**config.mk**
```make
export PLATFORM = sky130hd
export DESIGN_NAME = ttim_queue
export DESIGN_NICKNAME = d
export VERILOG_FILES = /design/src/hdl/ttim_pkg.sv /design/src/hdl/ttim_queue.sv
export SDC_FILE = /design/constraint.sdc
export NUM_CORES = 1
export LEC_CHECK = 0
export BUFFER_PORTS_ARGS = -buffer_cell sky130_fd_sc_hd__buf_4
export CORE_AREA = 2 2 236 261
export DETAILED_ROUTE_END_ITERATION = 10
export DIE_AREA = 0 0 238 263
export GPL_TIMING_DRIVEN = 0
export PLACE_DENSITY = 0.43
export SLEW_MARGIN = 40
export SYNTH_ARGS = -nofsm -noshare
export SYNTH_HDL_FRONTEND = slang
export SYNTH_SLANG_ARGS = --single-unit
```
**constraint.sdc**
```tcl
create_clock -name clk_i -period 9.54 [get_ports clk_i]
set_clock_uncertainty 0.15 [all_clocks]
set_input_delay 2.385 -clock clk_i [delete_from_list [all_inputs] [get_ports clk_i]]
set_output_delay 2.385 -clock clk_i [all_outputs]
set_load 0.01 [all_outputs]
```
**src/hdl/ttim_pkg.sv**
```systemverilog
// ttim_pkg: shared types, codes and constants of the two-track invariant mass block
// no dependencies
package ttim_pkg;

  localparam int FRAC_BITS = 16;
  localparam int MOM_W     = 32;
  localparam int SUM_W     = 40;
  localparam int MASS_W    = 33;
  localparam int REG_W     = 32;
  localparam int CFG_IDX_W = 3;
  localparam int Q_DEPTH   = 2;
  localparam int Q_PTR_W   = $clog2(Q_DEPTH);
  localparam int Q_CNT_W   = $clog2(Q_DEPTH + 1);

  // radicand and root of the shared square root unit
  localparam int RAD_W  = 2 * SUM_W;
  localparam int ROOT_W = SUM_W;

  localparam logic signed [MASS_W-1:0] MINUS_ONE = -(MASS_W'(1) <<< FRAC_BITS);

  localparam logic [CFG_IDX_W-1:0] REG_PION_MASS   = 3'd0;
  localparam logic [CFG_IDX_W-1:0] REG_PROTON_MASS = 3'd1;
  localparam logic [CFG_IDX_W-1:0] REG_KAON_REF    = 3'd2;
  localparam logic [CFG_IDX_W-1:0] REG_LAMBDA_REF  = 3'd3;

  localparam logic [REG_W-1:0] PION_MASS_RST   = 32'd9147;
  localparam logic [REG_W-1:0] PROTON_MASS_RST = 32'd61491;
  localparam logic [REG_W-1:0] KAON_REF_RST    = 32'd32611;
  localparam logic [REG_W-1:0] LAMBDA_REF_RST  = 32'd73117;

  localparam logic [1:0] ST_FOUND  = 2'd0;
  localparam logic [1:0] ST_BKG    = 2'd1;
  localparam logic [1:0] ST_UNPHYS = 2'd2;

  localparam logic HYP_K0     = 1'b0;
  localparam logic HYP_LAMBDA = 1'b1;

  typedef enum logic [1:0] {
    CLS_POS,
    CLS_NEG,
    CLS_OTHER
  } cls_e;

  typedef struct packed {
    logic signed [MOM_W-1:0] mom_x;
    logic signed [MOM_W-1:0] mom_y;
    logic signed [MOM_W-1:0] mom_z;
    logic [MOM_W-1:0]        mag_x;
    logic [MOM_W-1:0]        mag_y;
    logic [MOM_W-1:0]        mag_z;
    cls_e                    cls;
    logic                    last;
  } track_t;

  typedef struct packed {
    logic [REG_W-1:0] pion_mass;
    logic [REG_W-1:0] proton_mass;
    logic [REG_W-1:0] kaon_ref;
    logic [REG_W-1:0] lambda_ref;
  } cfg_t;

endpackage

```
**src/hdl/ttim_queue.sv**
```systemverilog
// ttim_queue: short track queue between front and back
// depends on ttim_pkg
module ttim_queue (
  input  logic             clk_i,
  input  logic             rst_ni,
  input  logic             push_i,
  input  ttim_pkg::track_t push_data_i,
  output logic             full_o,
  input  logic             pop_i,
  output logic             valid_o,
  output ttim_pkg::track_t head_o
);

  ttim_pkg::track_t                  ent_q [ttim_pkg::Q_DEPTH];
  logic [ttim_pkg::Q_PTR_W-1:0]      wr_q, rd_q;
  logic [ttim_pkg::Q_CNT_W-1:0]      cnt_q;

  assign full_o  = (cnt_q == ttim_pkg::Q_CNT_W'(ttim_pkg::Q_DEPTH));
  assign valid_o = (cnt_q != '0);
  assign head_o  = ent_q[rd_q];

  always_ff @(posedge clk_i or negedge rst_ni) begin
    if (!rst_ni) begin
      wr_q  <= '0;
      rd_q  <= '0;
      cnt_q <= '0;
    end else begin
      if (push_i) begin
        wr_q <= (wr_q == ttim_pkg::Q_PTR_W'(ttim_pkg::Q_DEPTH - 1)) ? '0 : wr_q + 1'b1;
      end
      if (pop_i) begin
        rd_q <= (rd_q == ttim_pkg::Q_PTR_W'(ttim_pkg::Q_DEPTH - 1)) ? '0 : rd_q + 1'b1;
      end
      if (push_i && !pop_i) begin
        cnt_q <= cnt_q + 1'b1;
      end else if (pop_i && !push_i) begin
        cnt_q <= cnt_q - 1'b1;
      end
    end
  end

  always_ff @(posedge clk_i) begin
    if (push_i) begin
      ent_q[wr_q] <= push_data_i;
    end
  end

endmodule

```
==> flow_summary_export.csv, run 1 <==
group,metric,value,unit
final_layout,final_nets,1286,
clock_network,cts_root_buffer,"clkbuf_16",
floorplanning,die_area,62590,um2
clock_network,cts_resized,0,
final_layout,multi_input_area,2816,um2
global_route,grt_antenna_before_repair,1,
final_layout,fill_cells,5778,
placement,gp_congestion,0.6753,
floorplanning,core,59750,um2
sta,finalCriticalPeriod,4.527,ns
sta,max_clock_freq,220.9,MHz
synth,yosysSeqAreaShare,79.60,%
floorplanning,rows,94,
floorplanning,io_pins,396,
synth,synth_top_area_share,78.93,%
clock_network,cts_max_path_buffers,3,
synth,synth-xor-area-share,0.2951,%
critical_path,cp_common_cell,"buf_6",
final_layout,fin_util,34.50,%
critical_path,cpPeakStageDelay,0.34,ns
clock_network,postCtsSetupRepairBufs,0,
final_layout,layout_commonest_cell,"buf_4",
critical_path,critPathLaunchType,"flip-flop",
synth,synth.area.top_cells,"edfxtp_1 79%, mux2_4 14%, mux2_2 4.2%",
sta,relSlewSlack,65.92,%
critical_path,cp_slowest_cell,"dfrtp_1",
clock_network,cts_tree,"done",
detailed_routing,drt-initial-drc-count,311,
detailed_routing,drcViolationCount,0,
placement,place_inst,1806,
floorplanning,die_h,263,um
critical_path,endpoint_kind,"output pin",
sta,tns,0,ns
global_route,overflow,0,
critical_path,critPathMaxFanout,10,
sta,tightestPinTransition,0.5102,ns
outcome,status,"complete, no violations",
clock_network,clk_latency,0.56,ns
synth,ys_ff_latch,394,
critical_path,worstPathCellList,"buf_6 > buf_6 > buf_6 > mux2_4 > buf_4",
final_layout,area_growth,38.92,%
hold_path,hp-class,"flip-flop to flip-flop",
sta,slew_violations,0,
clock_network,cts_hold_buf,0,
synth,yosysWarningCount,0,
synth,synthCells,623,
sta,rsz0062_at_grt,"false",
clock_network,cts_buffers,46,
synth,synth_top_family_by_area,"multiplexers",
detailed_routing,num_vias,7460,
placement,dp_hpwl,26210,um
sta,fin_crit_sh,47.45,%
floorplanning,die_x,238,um
synth,synth_mux_area_share,18.34,%
final_layout,final_cell_mix,"395 x buf_4, 390 x edfxtp_1, 140 x mux2_4",
synth,synth_area,14840,um2
detailed_routing,wire_per_inst,19.45,um
critical_path,crit_required,7.01,ns
detailed_routing,viasPerCell,3.947,
synth,synth_cell_type_count,14,
sta,hold_violations,0,
final_layout,drive_gt1_share,62.09,%
clock_network,clk_pin_slew,0.06,ns
synth,synth_nets,823,
detailed_routing,totalWireLength,36750,um
global_route,grt_first_pass_wirelength,53290,um
critical_path,critPathBufInv,4,
final_layout,ff_latch_area,11810,um2
floorplanning,start_util,24.83,%
global_route,grt_pass1_vias,8134,
synth,synthSimpleGateAreaFrac,0.1939,%
critical_path,crit_type,"flip-flop to output pin",
power_and_ir_drop,vdd_drop_max,0.1407,mV
placement,placed_area,19230,um2
global_route,grt_use_total,11.55,%
placement,io_buffers,395,
synth,synth_compound_area_share,0,%
final_layout,finalNonFillerCells,1890,
detailed_routing,ant_nets,0,
synth,synth_fa_ha_area_share,0.08432,%
detailed_routing,drtPass1Iterations,4,
clock_network,h-tree-depth,2,
synth,synth_top_cell_by_area,"edfxtp_1",
global_route,grt_max_degree,35,
critical_path,crit_family,"buffers and inverters",
critical_path,worstPathArrival,1.99,ns
power_and_ir_drop,powerDensity,299.6,nW/um2
clock_network,cts_num_sinks,394,
sta,finalSetupViolCount,0,
run,drv_cap,0,
synth,synth_area_per_cell,23.82,um2
power_and_ir_drop,leakagePower,8.024,nW
final_layout,post-route-cell-area,20610,um2
area by class of cell:
class	count	area share (%)
tap	768	4.662
antenna	1	0.01214
sequential	394	57.30
clock buffer	54	5.730
inverter	1	0.01821
clock inverter	29	0.9652
timing repair buffer	415	16.60
multi-input combinational	206	13.66
buffer	22	1.050
cell usage after synthesis:
cell type / count
edfxtp_1: 390
mux2_4: 140
mux2_2: 55
buf_6: 17
buf_2: 5
dfrtp_1: 4
xor2_1: 4
nor2b_1: 2
and2_1: 1
ha_1: 1
inv_1: 1
nor2_1: 1
or2_2: 1
xnor2_1: 1
layer usage:
metal | up-vias | part of all wire (%) | global-route usage, %
met2 | 218 | 53 | 20.95
met4 | 0 | 2.2 | 3.767
met1 | 3758 | 36 | 12.08
li1 | 3429 | - | -
met5 | - | 0 | 0
met3 | 55 | 8.5 | 4.645
flip-flops by register name (all words and copies together) (netlist names):
| register | flops |
|---|---|
| ent_q | 390 |
| wr_q | 1 |
| rd_q | 1 |
| cnt_q | 2 |
worst register-to-register path: cells and delay by family, from the launching register on:
| kind | cells | cell delay [ns] |
|---|---|---|
| AND/OR/NAND/NOR | 1 | 0.45 |
| flip-flops | 1 | 0.42 |
| buffers and inverters | 5 | 0.97 |
cell families (layout without fill, tap and decap cells):
logic type / after synthesis / in the layout
buffers and inverters: 23 / 521
flip-flops: 394 / 394
adder cells (fa/ha/maj): 1 / 1
multiplexers: 195 / 195
XOR/XNOR: 5 / 5
AND/OR/NAND/NOR: 5 / 5
other: 0 / 1
power by group:
| group | switching, W | internal [W] |
|---|---|---|
| Combinational | 0.00101 | 0.00118 |
| Clock | 0.000687 | 0.000936 |
| Sequential | 0.0000693 | 0.00229 |
final timing paths:
kind                                                to            startpoint  depth (start not counted)  slack, ns
worst max-delay path                        head_o[65]      rd_q$_DFFE_PN0P_                          5       5.01
worst min-delay path              cnt_q[1]$_DFFE_PN0P_  cnt_q[1]$_DFFE_PN0P_                          1       0.33
worst max register to register  ent_q[0][39]$_DFFE_PP_      wr_q$_DFFE_PN0P_                          6       7.25
worst min register to register    cnt_q[1]$_DFFE_PN0P_  cnt_q[1]$_DFFE_PN0P_                          1       0.33
max in group asynchronous             wr_q$_DFFE_PN0P_                rst_ni                          1       7.68
min in group asynchronous             rd_q$_DFFE_PN0P_                rst_ni                          1       1.46
stage by stage:
stage / hold WS [ns] / worst slack, ns / power, W
2_1_floorplan: 0.2974 / 1.488 / 0.003643
3_3_place_gp: 0.3170 / -2.729 / 0.004663
3_5_place_dp: 0.3229 / 5.092 / 0.004664
4_1_cts: 0.3324 / 4.889 / 0.006329
5_1_grt: 0.3631 / 4.859 / 0.006493
6_report: 0.3252 / 5.013 / 0.006176
Note: power is estimated with default switching activity, not from simulation.
==> inputs of run 2 (changes only) <==
- ABC_AREA: unset -> 1
- clock period: 9.54 -> 3.71 ns (I/O delays scaled with it)
==> flow_summary_export.csv, run 2 <==
group,metric,value,unit
floorplanning,die_x,238,um
power_and_ir_drop,powerDensity,776.5,nW/um2
critical_path,cp_slowest_cell,"dfrtp_1",
outcome,status,"complete, no violations",
critical_path,critPathLaunchType,"flip-flop",
synth,synth_cell_type_count,14,
synth,synth_nets,832,
floorplanning,rows,94,
final_layout,drive_gt1_share,62.02,%
synth,synth_area,14860,um2
floorplanning,start_util,24.86,%
detailed_routing,wire_per_inst,19.52,um
global_route,overflow,0,
clock_network,cts_num_sinks,394,
final_layout,post-route-cell-area,20900,um2
power_and_ir_drop,total_power,0.01623,W
detailed_routing,drtPass1Iterations,5,
clock_network,h-tree-depth,2,
sta,finalCriticalPeriod,3.067,ns
critical_path,worstPathCellList,"buf_6 > buf_6 > buf_6 > mux2_4 > buf_4",
clock_network,postCtsSetupRepairBufs,0,
synth,synth_edf_count,390,
power_and_ir_drop,intPower,0.01161,W
power_and_ir_drop,clockPowerShare,27.2,%
synth,synth.area.top_cells,"edfxtp_1 79%, mux2_4 14%, mux2_2 4.2%",
synth,ys_ff_latch,394,
final_layout,final_cell_mix,"395 x buf_4, 390 x edfxtp_1, 140 x mux2_4",
power_and_ir_drop,seqPwrFrac,37.4,%
sta,max_clock_freq,326.1,MHz
synth,yosysSeqAreaShare,79.51,%
synth,post-synth-top-count-cell,"edfxtp_1",
clock_network,cts_max_path_buffers,3,
power_and_ir_drop,switching_power,0.004620,W
critical_path,crit_family,"buffers and inverters",
critical_path,cp_common_cell,"buf_6",
sta,relSlewSlack,65.32,%
critical_path,endpoint_kind,"output pin",
power_and_ir_drop,leakagePower,8.163,nW
placement,gp_congestion,0.7085,
power_and_ir_drop,switching_share,28.47,%
sta,finalSetupViolCount,0,
synth,synth_area_per_cell,23.51,um2
global_route,grt_max_degree,22,
critical_path,crit_type,"flip-flop to output pin",
detailed_routing,drcViolationCount,0,
synth,synth_flop_cell,"edfxtp_1",
final_layout,top_regs,"ent_q (390), cnt_q (2)",
global_route,grt_pass1_vias,8317,
global_route,grt_antenna_before_repair,7,
global_route,grt_use_total,11.74,%
sta,rsz0062_at_grt,"false",
critical_path,worstPathArrival,1.99,ns
run,drv_cap,0,
final_layout,largest_reg_flops,390,
synth,synthCells,632,
placement,io_buffers,395,
clock_network,cts_root_buffer,"clkbuf_16",
detailed_routing,num_vias,7500,
clock_network,clk_pin_slew,0.06,ns
synth,synth_top_cell_by_area,"edfxtp_1",
final_layout,final_nets,1303,
detailed_routing,totalWireLength,37310,um
synth,yosysWarningCount,0,
final_layout,fin_util,34.98,%
placement,dp_hpwl,26830,um
clock_network,cts_tree,"done",
sta,fin_crit_sh,82.66,%
detailed_routing,ant_nets,0,
critical_path,crit_required,2.63,ns
final_layout,largest-register,"ent_q",
sta,slew_violations,0,
placement,placed_area,19410,um2
power_and_ir_drop,combinationalPowerShare,35.4,%
clock_network,clk_latency,0.56,ns
detailed_routing,viasPerCell,3.923,
power_and_ir_drop,vdd_drop_max,0.5272,mV
critical_path,cpPeakStageDelay,0.34,ns
floorplanning,core,59750,um2
critical_path,critPathBufInv,4,
floorplanning,io_pins,396,
floorplanning,die_h,263,um
final_layout,area_growth,40.67,%
synth,synth_top_area_share,78.83,%
synth,ys_async_sr_fraction,1.015,%
final_layout,layout_commonest_cell,"buf_4",
sta,hold_violations,0,
sta,tightestPinTransition,0.5191,ns
critical_path,critPathMaxFanout,10,
synth,synthTopCellsByCount,"390 x edfxtp_1, 140 x mux2_4, 55 x mux2_2",
hold_path,hp-class,"flip-flop to flip-flop",
global_route,grt_first_pass_wirelength,54260,um
floorplanning,die_area,62590,um2
clock_network,cts_buffers,47,
detailed_routing,drt-initial-drc-count,283,
[run 2: cell count changes after synthesis]
cell / before / now
inv_1: 1 / 7
or2_2: 1 / 0
nand3_1: 0 / 1
and2_1: 1 / 0
xor2_1: 4 / 2
nand2_1: 0 / 6
nor2_1: 1 / 2
nand4_1: 0 / 1
nor2b_1: 2 / 0
[run 2: layout make-up]
type / count / area (um2)
flip-flops and latches: 394 / 11810
repair buffers: 422 / 3563
clock buffers: 61 / 1271
inverters: 7 / 42.54
multi-input cells: 209 / 2825
well taps: 768 / 960.9
clock inverters: 25 / 196.4
diodes: 4 / 10.01
fillers: 5741 / 38850
plain buffers: 22 / 216.5
[run 2: per-stage QoR]
stage / hold slack [ns] / setup TNS (ns) / worst slack, ns / instances
final: 0.3301 / 0 / 0.6432 / 1912
after global routing: 0.3508 / 0 / 0.5087 / 1912
after CTS: 0.3331 / 0 / 0.5273 / 1908
after detailed placement: 0.3157 / 0 / 0.6140 / 1821
after global placement: 0.3293 / -1326.47 / -3.557 / 1795
after floorplan: 0.2917 / -269.75 / -0.7037 / 632
[run 2: what timing repair did]
item,4_1_cts,5_1_grt
hold buffers,1,0
resized for setup,0,0
endpoints found under the setup margin,0,0
endpoints found under the hold margin,4,0
[run 2: final timing paths]
check	from	to	slack, ns	cells past startpoint
min in group asynchronous	rst_ni	rd_q$_DFFE_PN0P_	0.58	2
worst min-delay path	cnt_q[1]$_DFFE_PN0P_	cnt_q[1]$_DFFE_PN0P_	0.33	2
max in group asynchronous	rst_ni	cnt_q[0]$_DFFE_PN0P_	2.73	2
worst max register to register	wr_q$_DFFE_PN0P_	ent_q[1][142]$_DFFE_PP_	1.26	7
worst min register to register	cnt_q[1]$_DFFE_PN0P_	cnt_q[1]$_DFFE_PN0P_	0.33	2
worst max-delay path	rd_q$_DFFE_PN0P_	head_o[35]	0.64	5
[run 2: cell families (layout without fill, tap and decap cells)]
logic type,after synthesis,in the layout,synth area share (%)
xor+xnor,3,3,0.1769
fa+ha+maj,1,1,0.08421
buf+inv,29,537,1.634
flops,394,394,79.51
mux,195,195,18.32
other cells,0,4,0
simple gates,10,10,0.2779
[run 2: power by group through the flow]
stage	logic, W	registers (W)	clock network [W]
after floorplan	0.00307	0.00623	0
after global placement	0.00551	0.00635	0
after detailed placement	0.00593	0.00617	0
after CTS	0.00595	0.00608	0.00458
after global routing	0.00614	0.00615	0.00473
final	0.00574	0.00607	0.00441
[run 2: layer usage]
| layer | wire [um] | track usage, % | part of all wire, % |
|---|---|---|---|
| met5 | 28 | 0 | 0.075 |
| met4 | 1048 | 4.595 | 2.8 |
| met3 | 3037 | 4.624 | 8.1 |
| met2 | 19330 | 20.72 | 52 |
| met1 | 13870 | 12.51 | 37 |
[run 2: worst min-delay path, stage by stage, from the launching register on]
cell     delay (ns)
dfrtp_1        0.35
nand2_1        0.06
nand2_1        0.04
