==> src/hdl/ttim_pkg.sv <==
// ttim_pkg: shared types, codes and constants of the two-track invariant mass block
// no dependencies
package ttim_pkg;

  localparam int FRAC_BITS = 16;
  localparam int MOM_W     = 32;
  localparam int SUM_W     = 40;
  localparam int MASS_W    = 33;
  localparam int REG_W     = 32;
  localparam int CFG_IDX_W = 3;
  localparam int Q_DEPTH   = 2;
  localparam int Q_PTR_W   = $clog2(Q_DEPTH);
  localparam int Q_CNT_W   = $clog2(Q_DEPTH + 1);

  // radicand and root of the shared square root unit
  localparam int RAD_W  = 2 * SUM_W;
  localparam int ROOT_W = SUM_W;

  localparam logic signed [MASS_W-1:0] MINUS_ONE = -(MASS_W'(1) <<< FRAC_BITS);

  localparam logic [CFG_IDX_W-1:0] REG_PION_MASS   = 3'd0;
  localparam logic [CFG_IDX_W-1:0] REG_PROTON_MASS = 3'd1;
  localparam logic [CFG_IDX_W-1:0] REG_KAON_REF    = 3'd2;
  localparam logic [CFG_IDX_W-1:0] REG_LAMBDA_REF  = 3'd3;

  localparam logic [REG_W-1:0] PION_MASS_RST   = 32'd9147;
  localparam logic [REG_W-1:0] PROTON_MASS_RST = 32'd61491;
  localparam logic [REG_W-1:0] KAON_REF_RST    = 32'd32611;
  localparam logic [REG_W-1:0] LAMBDA_REF_RST  = 32'd73117;

  localparam logic [1:0] ST_FOUND  = 2'd0;
  localparam logic [1:0] ST_BKG    = 2'd1;
  localparam logic [1:0] ST_UNPHYS = 2'd2;

  localparam logic HYP_K0     = 1'b0;
  localparam logic HYP_LAMBDA = 1'b1;

  typedef enum logic [1:0] {
    CLS_POS,
    CLS_NEG,
    CLS_OTHER
  } cls_e;

  typedef struct packed {
    logic signed [MOM_W-1:0] mom_x;
    logic signed [MOM_W-1:0] mom_y;
    logic signed [MOM_W-1:0] mom_z;
    logic [MOM_W-1:0]        mag_x;
    logic [MOM_W-1:0]        mag_y;
    logic [MOM_W-1:0]        mag_z;
    cls_e                    cls;
    logic                    last;
  } track_t;

  typedef struct packed {
    logic [REG_W-1:0] pion_mass;
    logic [REG_W-1:0] proton_mass;
    logic [REG_W-1:0] kaon_ref;
    logic [REG_W-1:0] lambda_ref;
  } cfg_t;

endpackage

==> src/hdl/ttim_front.sv <==
// ttim_front: takes tracks in, forms magnitudes and the charge class
// depends on ttim_pkg
module ttim_front (
  input  logic                             clk_i,
  input  logic                             rst_ni,
  input  logic                             in_valid_i,
  output logic                             in_stall_o,
  input  logic signed [ttim_pkg::MOM_W-1:0] mom_x_i,
  input  logic signed [ttim_pkg::MOM_W-1:0] mom_y_i,
  input  logic signed [ttim_pkg::MOM_W-1:0] mom_z_i,
  input  logic signed [1:0]                charge_i,
  input  logic                             last_track_i,
  output logic                             push_o,
  output ttim_pkg::track_t                 push_data_o,
  input  logic                             q_full_i
);

  logic             valid_q, valid_d;
  ttim_pkg::track_t ent_q, ent_d;
  ttim_pkg::cls_e   cls;

  always_comb begin
    unique case (charge_i)
      2'sb01:  cls = ttim_pkg::CLS_POS;
      2'sb11:  cls = ttim_pkg::CLS_NEG;
      default: cls = ttim_pkg::CLS_OTHER;
    endcase
  end

  assign push_o      = valid_q && !q_full_i;
  assign push_data_o = ent_q;
  assign in_stall_o  = valid_q && q_full_i;

  always_comb begin
    valid_d = valid_q;
    ent_d   = ent_q;
    if (push_o) begin
      valid_d = 1'b0;
    end
    if (in_valid_i && !in_stall_o) begin
      valid_d       = 1'b1;
      ent_d.mom_x   = mom_x_i;
      ent_d.mom_y   = mom_y_i;
      ent_d.mom_z   = mom_z_i;
      // the most negative value maps to 2^31, which still fits unsigned
      ent_d.mag_x   = mom_x_i[ttim_pkg::MOM_W-1] ? 32'(-mom_x_i) : 32'(mom_x_i);
      ent_d.mag_y   = mom_y_i[ttim_pkg::MOM_W-1] ? 32'(-mom_y_i) : 32'(mom_y_i);
      ent_d.mag_z   = mom_z_i[ttim_pkg::MOM_W-1] ? 32'(-mom_z_i) : 32'(mom_z_i);
      ent_d.cls     = cls;
      ent_d.last    = last_track_i;
    end
  end

  always_ff @(posedge clk_i or negedge rst_ni) begin
    if (!rst_ni) begin
      valid_q <= 1'b0;
    end else begin
      valid_q <= valid_d;
    end
  end

  always_ff @(posedge clk_i) begin
    ent_q <= ent_d;
  end

endmodule

==> config.mk <==
export PLATFORM = sky130hd
export DESIGN_NAME = ttim_front
export DESIGN_NICKNAME = d
export VERILOG_FILES = /design/src/hdl/ttim_pkg.sv /design/src/hdl/ttim_front.sv
export SDC_FILE = /design/constraint.sdc
export NUM_CORES = 1
export LEC_CHECK = 0
export BUFFER_PORTS_ARGS = -buffer_cell sky130_fd_sc_hd__clkbuf_2
export CORE_UTILIZATION = 51
export CTS_CLUSTER_DIAMETER = 150
export DETAILED_ROUTE_END_ITERATION = 12
export PLACE_DENSITY_LB_ADDON = 0.12
export RECOVER_POWER = 25
export SLEW_MARGIN = 30
export SYNTH_ARGS = -nofsm -noshare
export SYNTH_HDL_FRONTEND = slang
export SYNTH_SLANG_ARGS = --single-unit
export TNS_END_PERCENT = 10
==> constraint.sdc <==
create_clock -name clk_i -period 27.8 [get_ports clk_i]
set_input_delay 2.78 -clock clk_i [delete_from_list [all_inputs] [get_ports clk_i]]
set_output_delay 2.78 -clock clk_i [all_outputs]
set_load 0.01 [all_outputs]
==> results.json, run 1 <==
{
  "rsz0062_at_grt": "no",
  "place_congestion": 0.813,
  "pwr-share-seq": 0.539,
  "crit_type": "in -> out",
  "vdd_drop_max_v": 0.0000425,
  "nets": 908,
  "synth_nets": 604,
  "wl_um": 17700,
  "synthMuxAreaShare": 0,
  "reg2reg_from": "valid_q",
  "synthArstFlopShare": 0.00518,
  "cts_hold_buffers": 0,
  "cts_tree": "built",
  "min_period_over_period": 0.216,
  "synthAdderAreaFrac": 0.00941,
  "critPathLaunchType": "input port",
  "violations": "capacitance limit, slew limit",
  "gr-total-overflow": 0,
  "min_to": "valid_q",
  "cts-buffers-inserted": 17,
  "clkPwrFrac": 0.350,
  "cp.arrival_ns": 3.23,
  "design_area_um2": 10100,
  "antenna_cells": 0,
  "synth-seq-cells": 193,
  "hpwl_um": 13000,
  "holdPathStages": 2,
  "clkLatencyLatePin_ns": 0.42,
  "finClkSkew_ns": 0.00736,
  "clock-sinks": 193,
  "antenna_found_initial": 0,
  "pwr-share-comb": 0.111,
  "drv_cap": 1,
  "syn_area_um2": 7970,
  "ctsResizeCount": 0,
  "drt_pre_antenna_iters": 4,
  "synth_top_family_by_area": "XOR/XNOR gates",
  "netlist_instances": 495,
  "postCtsSetupBuffers": 0,
  "grt_max_degree": 88,
  "grt_pass1_vias": 5176,
  "slew_violations": 22,
  "synth_edf_count": 192,
  "synth-simple-area-share": 0.0770,
  "path_clk_slew_ns": 0.07,
  "clock_path_buffers": 2,
  "final.setup.tns_ns": 0,
  "required_ns": 25.02,
  "dr.first_iter.drc_count": 410,
  "min_period_ns": 6.01,
  "regToRegSetupSlack_ns": 24.79,
  "row_count": 45,
  "die_h_um": 127,
  "endpoint_kind": "output pin",
  "drc_errors": 0,
  "gr-usage-all-layers": 0.221,
  "crit_path_max_fanout": 3,
  "htree_num_levels": 4,
  "max_freq_ghz": 0.166,
  "hp-start": "valid_q",
  "syn_area_per_cell_um2": 16.1,
  "core_area_um2": 15300,
  "start_util": 0.523,
  "hold_violations": 0,
  "avgViaCountPerCell": 5.25,
  "grt_pass1_wl_um": 27000,
  "ant_nets": 0,
  "place_area_um2": 9670,
  "p_int_w": 0.000494,
  "swShare": 0.238,
  "yosysSeqAreaShare": 0.726,
  "synth_ff_type": "edfxtp_1",
  "fp.dieArea_um2": 16100,
  "rr_endpoint": "push_data_o[65]",
  "io_buffers": 299,
  "timing.slew.headroom": -0.140,
  "cts_root_buf": "clkbuf_16",
  "p_leak_nw": 3.58,
  "post_drt_wl_per_cell_um": 17.3,
  "tightest_slew_ns": 1.71,
  "rr_worst_depth": 3,
  "power_switching_w": 0.000154,
  "area_growth_pct": 26.4,
  "n_fill_cell": 1206,
  "hold_path_class": "reg -> reg",
  "drive_gt1_frac": 0.292,
  "outcome": "complete, but fails checks",
  "fp.dieW_um": 127,
  "vias": 5368,
  "ys_warn_count": 0,
  "synth_compound_area_frac": 0.0761,
  "setup_viol": 0,
  "synth.distinct_cells": 39,
  "io_pins": 300,
  "synth_xor_area_frac": 0.0956,
  "powerDensity_nw_per_um2": 64.2,
  "final_cell_mix": "clkbuf_2 (192), edfxtp_1 (192), clkbuf_1 (107)"
}
final cells by class:
type	count	area, um2	area share
Clock buffer	17	425	0.0422
Sequential cell	193	5790	0.574
Tap cell	211	264	0.0262
Inverter	9	33.8	0.00335
Clock inverter	15	118	0.0117
Multi-Input combinational cell	277	2060	0.205
Timing Repair Buffer	301	1390	0.137
worst max-delay path, stage by stage:
cell	delay, ns
clkbuf_1	0.10
and2_0	0.20
clkbuf_2	0.16
synthesized netlist by cell type, types with 6 or more instances:
library cell / n / area, um2
o41ai_1: 25 / 219
nor4_1: 8 / 50.1
or4_1: 6 / 45.0
inv_1: 9 / 33.8
nor3_1: 9 / 45.0
nand3_1: 9 / 45.0
clkbuf_1: 9 / 33.8
nand2_1: 28 / 105
nand2b_1: 6 / 37.5
ha_1: 6 / 75.1
o21ai_0: 23 / 115
xnor2_1: 86 / 753
edfxtp_1: 192 / 5770
o31ai_1: 25 / 188
or3_1: 9 / 56.3
how the worst max path moves through the flow:
stage | from | to | depth (start not counted)
2_1_floorplan | q_full_i | push_data_o[0] | 2
3_3_place_gp | q_full_i | in_stall_o | 3
3_5_place_dp | q_full_i | in_stall_o | 3
4_1_cts | q_full_i | in_stall_o | 3
5_1_grt | q_full_i | in_stall_o | 3
6_report | q_full_i | in_stall_o | 3
state kept, by name (all words and copies together) (netlist names):
name         count
valid_q          1
push_data_o    192
metal layers:
| layer | global-route usage | vias to the layer above | share of wire |
|---|---|---|---|
| li1 | - | 2542 | - |
| met4 | 0.0987 | 0 | 0.024 |
| met3 | 0.0666 | 31 | 0.081 |
| met2 | 0.367 | 223 | 0.49 |
| met1 | 0.268 | 2572 | 0.40 |
| met5 | 0 | - | 0 |
metrics by stage:
stage	hold slack (ns)	util	setup WS, ns	std cells	total power, W
after floorplan	0.649	-	15.59	495	0.000396
after CTS	0.719	0.669	21.78	1023	0.000656
after detailed placement	0.696	0.634	21.78	991	0.000430
after global routing	0.724	0.661	21.76	1023	0.000669
after global placement	0.656	0.633	21.82	991	0.000428
final	0.700	0.661	21.79	1023	0.000648
logic make-up (layout without fill, tap and decap cells):
family                     count (synthesis)  after routing
DFF                                      193            193
AOI/OAI and AO/OA                         78             78
and+or+nand+nor                          106            106
adders and majority gates                  6              6
buffers and inverters                     25            342
xor gates and xnor gates                  87             87
power groups by stage:
stage / Combinational [W] / Clock (W) / Sequential (W)
floorplan: 0.0000264 / 0 / 0.000370
global placement: 0.0000729 / 0 / 0.000355
detailed placement: 0.0000745 / 0 / 0.000355
CTS: 0.0000746 / 0.000232 / 0.000349
global route: 0.0000783 / 0.000240 / 0.000351
finish: 0.0000721 / 0.000227 / 0.000349
(Power assumes the default switching activity.)
==> inputs of run 2 (changes only) <==
--- a/config.mk
+++ b/config.mk
@@ -6,7 +6,7 @@
 export NUM_CORES = 1
 export LEC_CHECK = 0
 export BUFFER_PORTS_ARGS = -buffer_cell sky130_fd_sc_hd__clkbuf_2
-export CORE_UTILIZATION = 51
+export CORE_UTILIZATION = 44
 export CTS_CLUSTER_DIAMETER = 150
 export DETAILED_ROUTE_END_ITERATION = 12
 export PLACE_DENSITY_LB_ADDON = 0.12
==> constraint.sdc (replaced) <==
create_clock -name clk_i -period 5.19 [get_ports clk_i]
set_input_delay 0.519 -clock clk_i [delete_from_list [all_inputs] [get_ports clk_i]]
set_output_delay 0.519 -clock clk_i [all_outputs]
set_load 0.01 [all_outputs]
==> run 2 against run 1 <==
Compared with the run above:
- the flow now finishes without violations
- clock-buffer cell count increased by 2
- worst hold slack got worse by 0.43 ns
- clock skew increased by 0.0032 ns
- largest cell class unchanged
- combinational power increased to 5.4 times the previous value
- critical path type is now in -> reg
- critical endpoint is now push_data_o[65]
==> results.json, run 2 (synthesized netlist as in run 1, its figures left out) <==
{
  "area_growth_pct": 27.4,
  "drive_gt1_frac": 0.279,
  "final.setup.tns_ns": 0,
  "nets": 910,
  "rsz0062_at_grt": "no",
  "gr-usage-all-layers": 0.192,
  "place_congestion": 0.806,
  "hold_path_class": "in -> reg",
  "wl_um": 18000,
  "cpMaxStageDelayCell": "nor4_1",
  "required_ns": 5.35,
  "core_area_um2": 17500,
  "row_count": 48,
  "grt_max_degree": 193,
  "critPathMaxStageDelay_ns": 0.79,
  "hold_violations": 0,
  "io_buffers": 299,
  "die_h_um": 137,
  "crit_family": "simple AND/OR/NAND/NOR gates",
  "post_drt_wl_per_cell_um": 17.4,
  "n_fill_cell": 1517,
  "cp.arrival_ns": 2.45,
  "place_area_um2": 9700,
  "gr-total-overflow": 0,
  "io_pins": 300,
  "grt_pass1_vias": 5154,
  "pre_cts_slack_ns": 2.50,
  "drt_pre_antenna_iters": 6,
  "final_common_cell": "edfxtp_1",
  "fp.dieW_um": 137,
  "finClkSkew_ns": 0.0106,
  "clock_path_buffers": 2,
  "drv_cap": 0,
  "grt_pass1_wl_um": 26800,
  "cp_num_buf_inv": 1,
  "design_area_um2": 10200,
  "avgViaCountPerCell": 5.17,
  "timing.slew.headroom": 0.0173,
  "drc_errors": 0,
  "dr.first_iter.drc_count": 310,
  "powerDensity_nw_per_um2": 348,
  "regToRegSetupSlack_ns": 3.19,
  "hpwl_um": 13100,
  "max_freq_ghz": 0.437,
  "path_clk_slew_ns": 0.07,
  "ant_nets": 0,
  "cp-endpoint": "push_data_o[65]",
  "endpoint_kind": "flip-flop",
  "crit_path_max_fanout": 9,
  "power_w": 0.00354,
  "finalWorstSetupSlack_ns": 2.90,
  "cts-buffers-inserted": 17,
  "cts_root_buf": "clkbuf_16",
  "crit_type": "in -> reg",
  "outcome": "completed",
  "largest_reg_flops": 192,
  "min_period_over_period": 0.441,
  "antenna_cells": 0,
  "critPathLaunch": "mom_y_i[7]",
  "cp_cell_sequence": "clkbuf_1 > nor4_1 > nand4_2 > o41ai_1 > xnor2_1",
  "setup_viol": 0,
  "fp.dieArea_um2": 18700,
  "slew_violations": 0,
  "htree_num_levels": 4,
  "rr_endpoint": "push_data_o[127]",
  "p_leak_nw": 3.59,
  "min_period_ns": 2.29,
  "reg2reg_from": "valid_q",
  "antenna_found_initial": 0,
  "vdd_drop_max_v": 0.000235,
  "clock-sinks": 193,
  "rr_worst_depth": 4,
  "critPathLaunchType": "input port",
  "start_util": 0.456,
  "tightest_slew_ns": 1.47,
  "ctsResizeCount": 0,
  "final_cell_mix": "edfxtp_1 (192), clkbuf_2 (177), clkbuf_1 (123)",
  "cp.depth": 5,
  "cts_tree": "built",
  "clkLatencyLatePin_ns": 0.43,
  "vias": 5368
}
run 2: power breakdown:
group / switching (W) / total, W / leakage (nW) / internal, W
registers: 0.0000265 / 0.00187 / 1.84 / 0.00184
logic: 0.000241 / 0.000388 / 1.46 / 0.000147
clock network: 0.000555 / 0.00128 / 0.287 / 0.000723
total: 0.000822 / 0.00354 / 3.59 / 0.00271
run 2: what timing repair did:
item                                   in CTS  in global routing
buffers inserted                            0                  0
hold buffers                                1                  0
endpoints found under the hold margin       1                  0
run 2: worst min-delay path by stage:
stage / startpoint / to / slack, ns / depth (start not counted)
after floorplan: rst_ni / valid_q / 0.22 / 0
after global placement: rst_ni / valid_q / 0.29 / 1
after detailed placement: rst_ni / valid_q / 0.29 / 1
after CTS: last_track_i / push_data_o[0] / 0.26 / 1
after global routing: last_track_i / push_data_o[0] / 0.26 / 1
final: last_track_i / push_data_o[0] / 0.27 / 1
run 2: metrics by stage:
step                utilization  std cells  hold WS [ns]
finish                    0.581       1039         0.271
global route              0.581       1039         0.257
CTS                       0.588       1038         0.256
detailed placement        0.555       1005         0.295
global placement          0.555       1005         0.293
floorplan                     -        495         0.223
run 2: layout make-up:
type                            count  area [um2]  share of cell area
Sequential cell                   193        5790               0.570
Inverter                            9        33.8             0.00333
Clock buffer                       19         443              0.0436
Clock inverter                     13         136              0.0134
Tap cell                          225         282              0.0277
Timing Repair Buffer              303        1410               0.139
Multi-Input combinational cell    277        2070               0.203
run 2: metal layers:
layer / up-vias / share of wire / track usage
met1: 2580 / 0.40 / 0.230
met5: - / 0 / 0
li1: 2544 / - / -
met2: 210 / 0.51 / 0.324
met4: 0 / 0.023 / 0.0802
met3: 34 / 0.072 / 0.0544
run 2: worst reg2reg max path, delay by kind of cell, from the launching register on:
family / cells / cell delay (ns)
buffers and inverters: 2 / 0.85
flip-flops: 1 / 0.38
AND/OR/NAND/NOR: 2 / 0.35
==> inputs of run 3 (changes only) <==
==> constraint.sdc (replaced) <==
create_clock -name clk_i -period 1.9 [get_ports clk_i]
set_input_delay 0.19 -clock clk_i [delete_from_list [all_inputs] [get_ports clk_i]]
set_output_delay 0.19 -clock clk_i [all_outputs]
set_load 0.01 [all_outputs]
==> run 3 against run 2 <==
Compared with the run above:
- sequential power increased to 2.7 times the previous value
- clock power grew to 2.9 times the previous value
- largest power group unchanged
- the flow now finishes with violations (capacitance limit, slew limit)
- sequential share of layout area fell by 4.2 points
- clock skew down 0.0028 ns
- flip-flop and latch count unchanged
- largest cell class unchanged
==> results.json, run 3 (synthesized netlist as in run 1, its figures left out) <==
{
  "outcome": "complete, but fails checks",
  "violations": "capacitance limit, slew limit",
  "clkLatencyLatePin_ns": 0.42,
  "postLayoutCoreUtil": 0.628,
  "vias": 5796,
  "crit_path_max_fanout": 3,
  "ant_nets": 0,
  "endpoint_kind": "flip-flop",
  "cp.arrival_ns": 2.11,
  "grt_max_degree": 44,
  "tightest_slew_ns": 1.61,
  "critPathLaunch": "mom_y_i[28]",
  "cp_cell_sequence": "dlygate4sd3_1 > clkbuf_1 > or4_1 > or4b_1 > nor3_1",
  "vdd_drop_max_v": 0.000587,
  "start_util": 0.456,
  "final_cell_mix": "clkbuf_2 (201), edfxtp_1 (192), clkbuf_1 (121)",
  "timing.slew.headroom": -0.0715,
  "io_buffers": 299,
  "nets": 1001,
  "finalWorstSetupSlack_ns": 0.0371,
  "cts_root_buf": "clkbuf_16",
  "final_common_cell": "clkbuf_2",
  "area_growth_pct": 37.6,
  "regToRegSetupSlack_ns": 0.32,
  "grt_pass1_vias": 5867,
  "avgViaCountPerCell": 5.13,
  "rr_endpoint": "push_data_o[17]",
  "gr-usage-all-layers": 0.210,
  "p_leak_nw": 4.02,
  "reg2reg_from": "valid_q",
  "grt-busiest-layer": "met2",
  "largest_reg_flops": 192,
  "use_met2": 0.366,
  "gr-total-overflow": 0,
  "antenna_found_initial": 0,
  "path_clk_slew_ns": 0.07,
  "final.setup.tns_ns": 0,
  "min_period_over_period": 0.980,
  "max_freq_ghz": 0.537,
  "holdPathStages": 2,
  "whs_ns": 0.0546,
  "drive_gt1_frac": 0.317,
  "cts-buffers-inserted": 17,
  "pre_cts_slack_ns": -0.462,
  "htree_num_levels": 4,
  "crit_type": "in -> reg",
  "clock_path_buffers": 2,
  "powerDensity_nw_per_um2": 908,
  "wl_um": 19400,
  "place_congestion": 0.795,
  "slew_violations": 34,
  "hp-start": "charge_i[1]",
  "grt_pass1_wl_um": 29600,
  "fp.dieArea_um2": 18700,
  "met3_usage": 0.0670,
  "fp.dieW_um": 137,
  "finClkSkew_ns": 0.00775,
  "core_area_um2": 17500,
  "critPathMaxStageDelay_ns": 0.60,
  "drt_pre_antenna_iters": 5,
  "hpwl_um": 14400,
  "cp_num_buf_inv": 2,
  "critPathLaunchType": "input port",
  "io_pins": 300,
  "rsz0062_at_grt": "yes",
  "row_count": 48,
  "clock-sinks": 193,
  "setup_viol": 0,
  "dr.first_iter.drc_count": 293,
  "crit_family": "simple AND/OR/NAND/NOR gates",
  "cts_tree": "built",
  "cpMaxStageDelayCell": "or4_1",
  "hold_path_class": "in -> reg",
  "min_period_ns": 1.86,
  "antenna_cells": 0,
  "hold_violations": 0,
  "instances_no_fill": 1130,
  "drc_errors": 0,
  "die_h_um": 137,
  "required_ns": 2.15,
  "post_drt_wl_per_cell_um": 17.2,
  "min_to": "push_data_o[1]",
  "dp.cells": 1060,
  "drv_cap": 1,
  "rr_worst_depth": 4,
  "globalRouteMet1Util": 0.239
}
==> run 3: repair_timing <==
action                                  in CTS  in global routing
buffers inserted                             0                  0
hold buffers                                38                  0
hold endpoints to repair                    38                  0
resized for setup                            0                  6
endpoints found under the setup margin       0                  6
==> run 3: layer usage <==
| metal | share of wire | up-vias |
|---|---|---|
| li1 | - | 2736 |
| met1 | 0.39 | 2802 |
| met2 | 0.51 | 233 |
| met3 | 0.081 | 25 |
| met4 | 0.020 | 0 |
| met5 | 0 | - |
==> run 3: layout make-up <==
type,instances,area [um2]
Multi-Input combinational cell,277,2110
Sequential cell,193,5790
Fill cell,1439,6510
Clock inverter,15,181
Tap cell,225,282
Timing Repair Buffer,394,2150
Inverter,9,33.8
Clock buffer,17,425
==> run 3: how the worst max path moves through the flow <==
stage	slack, ns	depth (start not counted)	end
finish	0.04	5	push_data_o[66]
global route	0.002	5	push_data_o[31]
CTS	0.02	5	push_data_o[96]
detailed placement	-0.46	5	push_data_o[96]
global placement	-0.30	5	push_data_o[32]
floorplan	-1.87	2	push_data_o[0]
==> run 3: report_power, final <==
| group | switching [W] | internal [W] |
|---|---|---|
| sequential | 0.0000706 | 0.00503 |
| clock | 0.00156 | 0.00209 |
| combinational | 0.000696 | 0.000507 |
| total | 0.00233 | 0.00763 |
==> run 3: stage by stage <==
stage,power [W],area [um2]
2_1_floorplan,0.00575,7980
3_3_place_gp,0.00635,10100
3_5_place_dp,0.00639,10100
4_1_cts,0.0101,11100
5_1_grt,0.0103,11000
6_report,0.00996,11000
==> run 3: worst register-to-register path: stages, from the launching register on <==
cell,delay (ns)
dfrtp_1,0.38
and2_0,0.20
nor2b_4,0.20
buf_12,0.24
buf_12,0.24
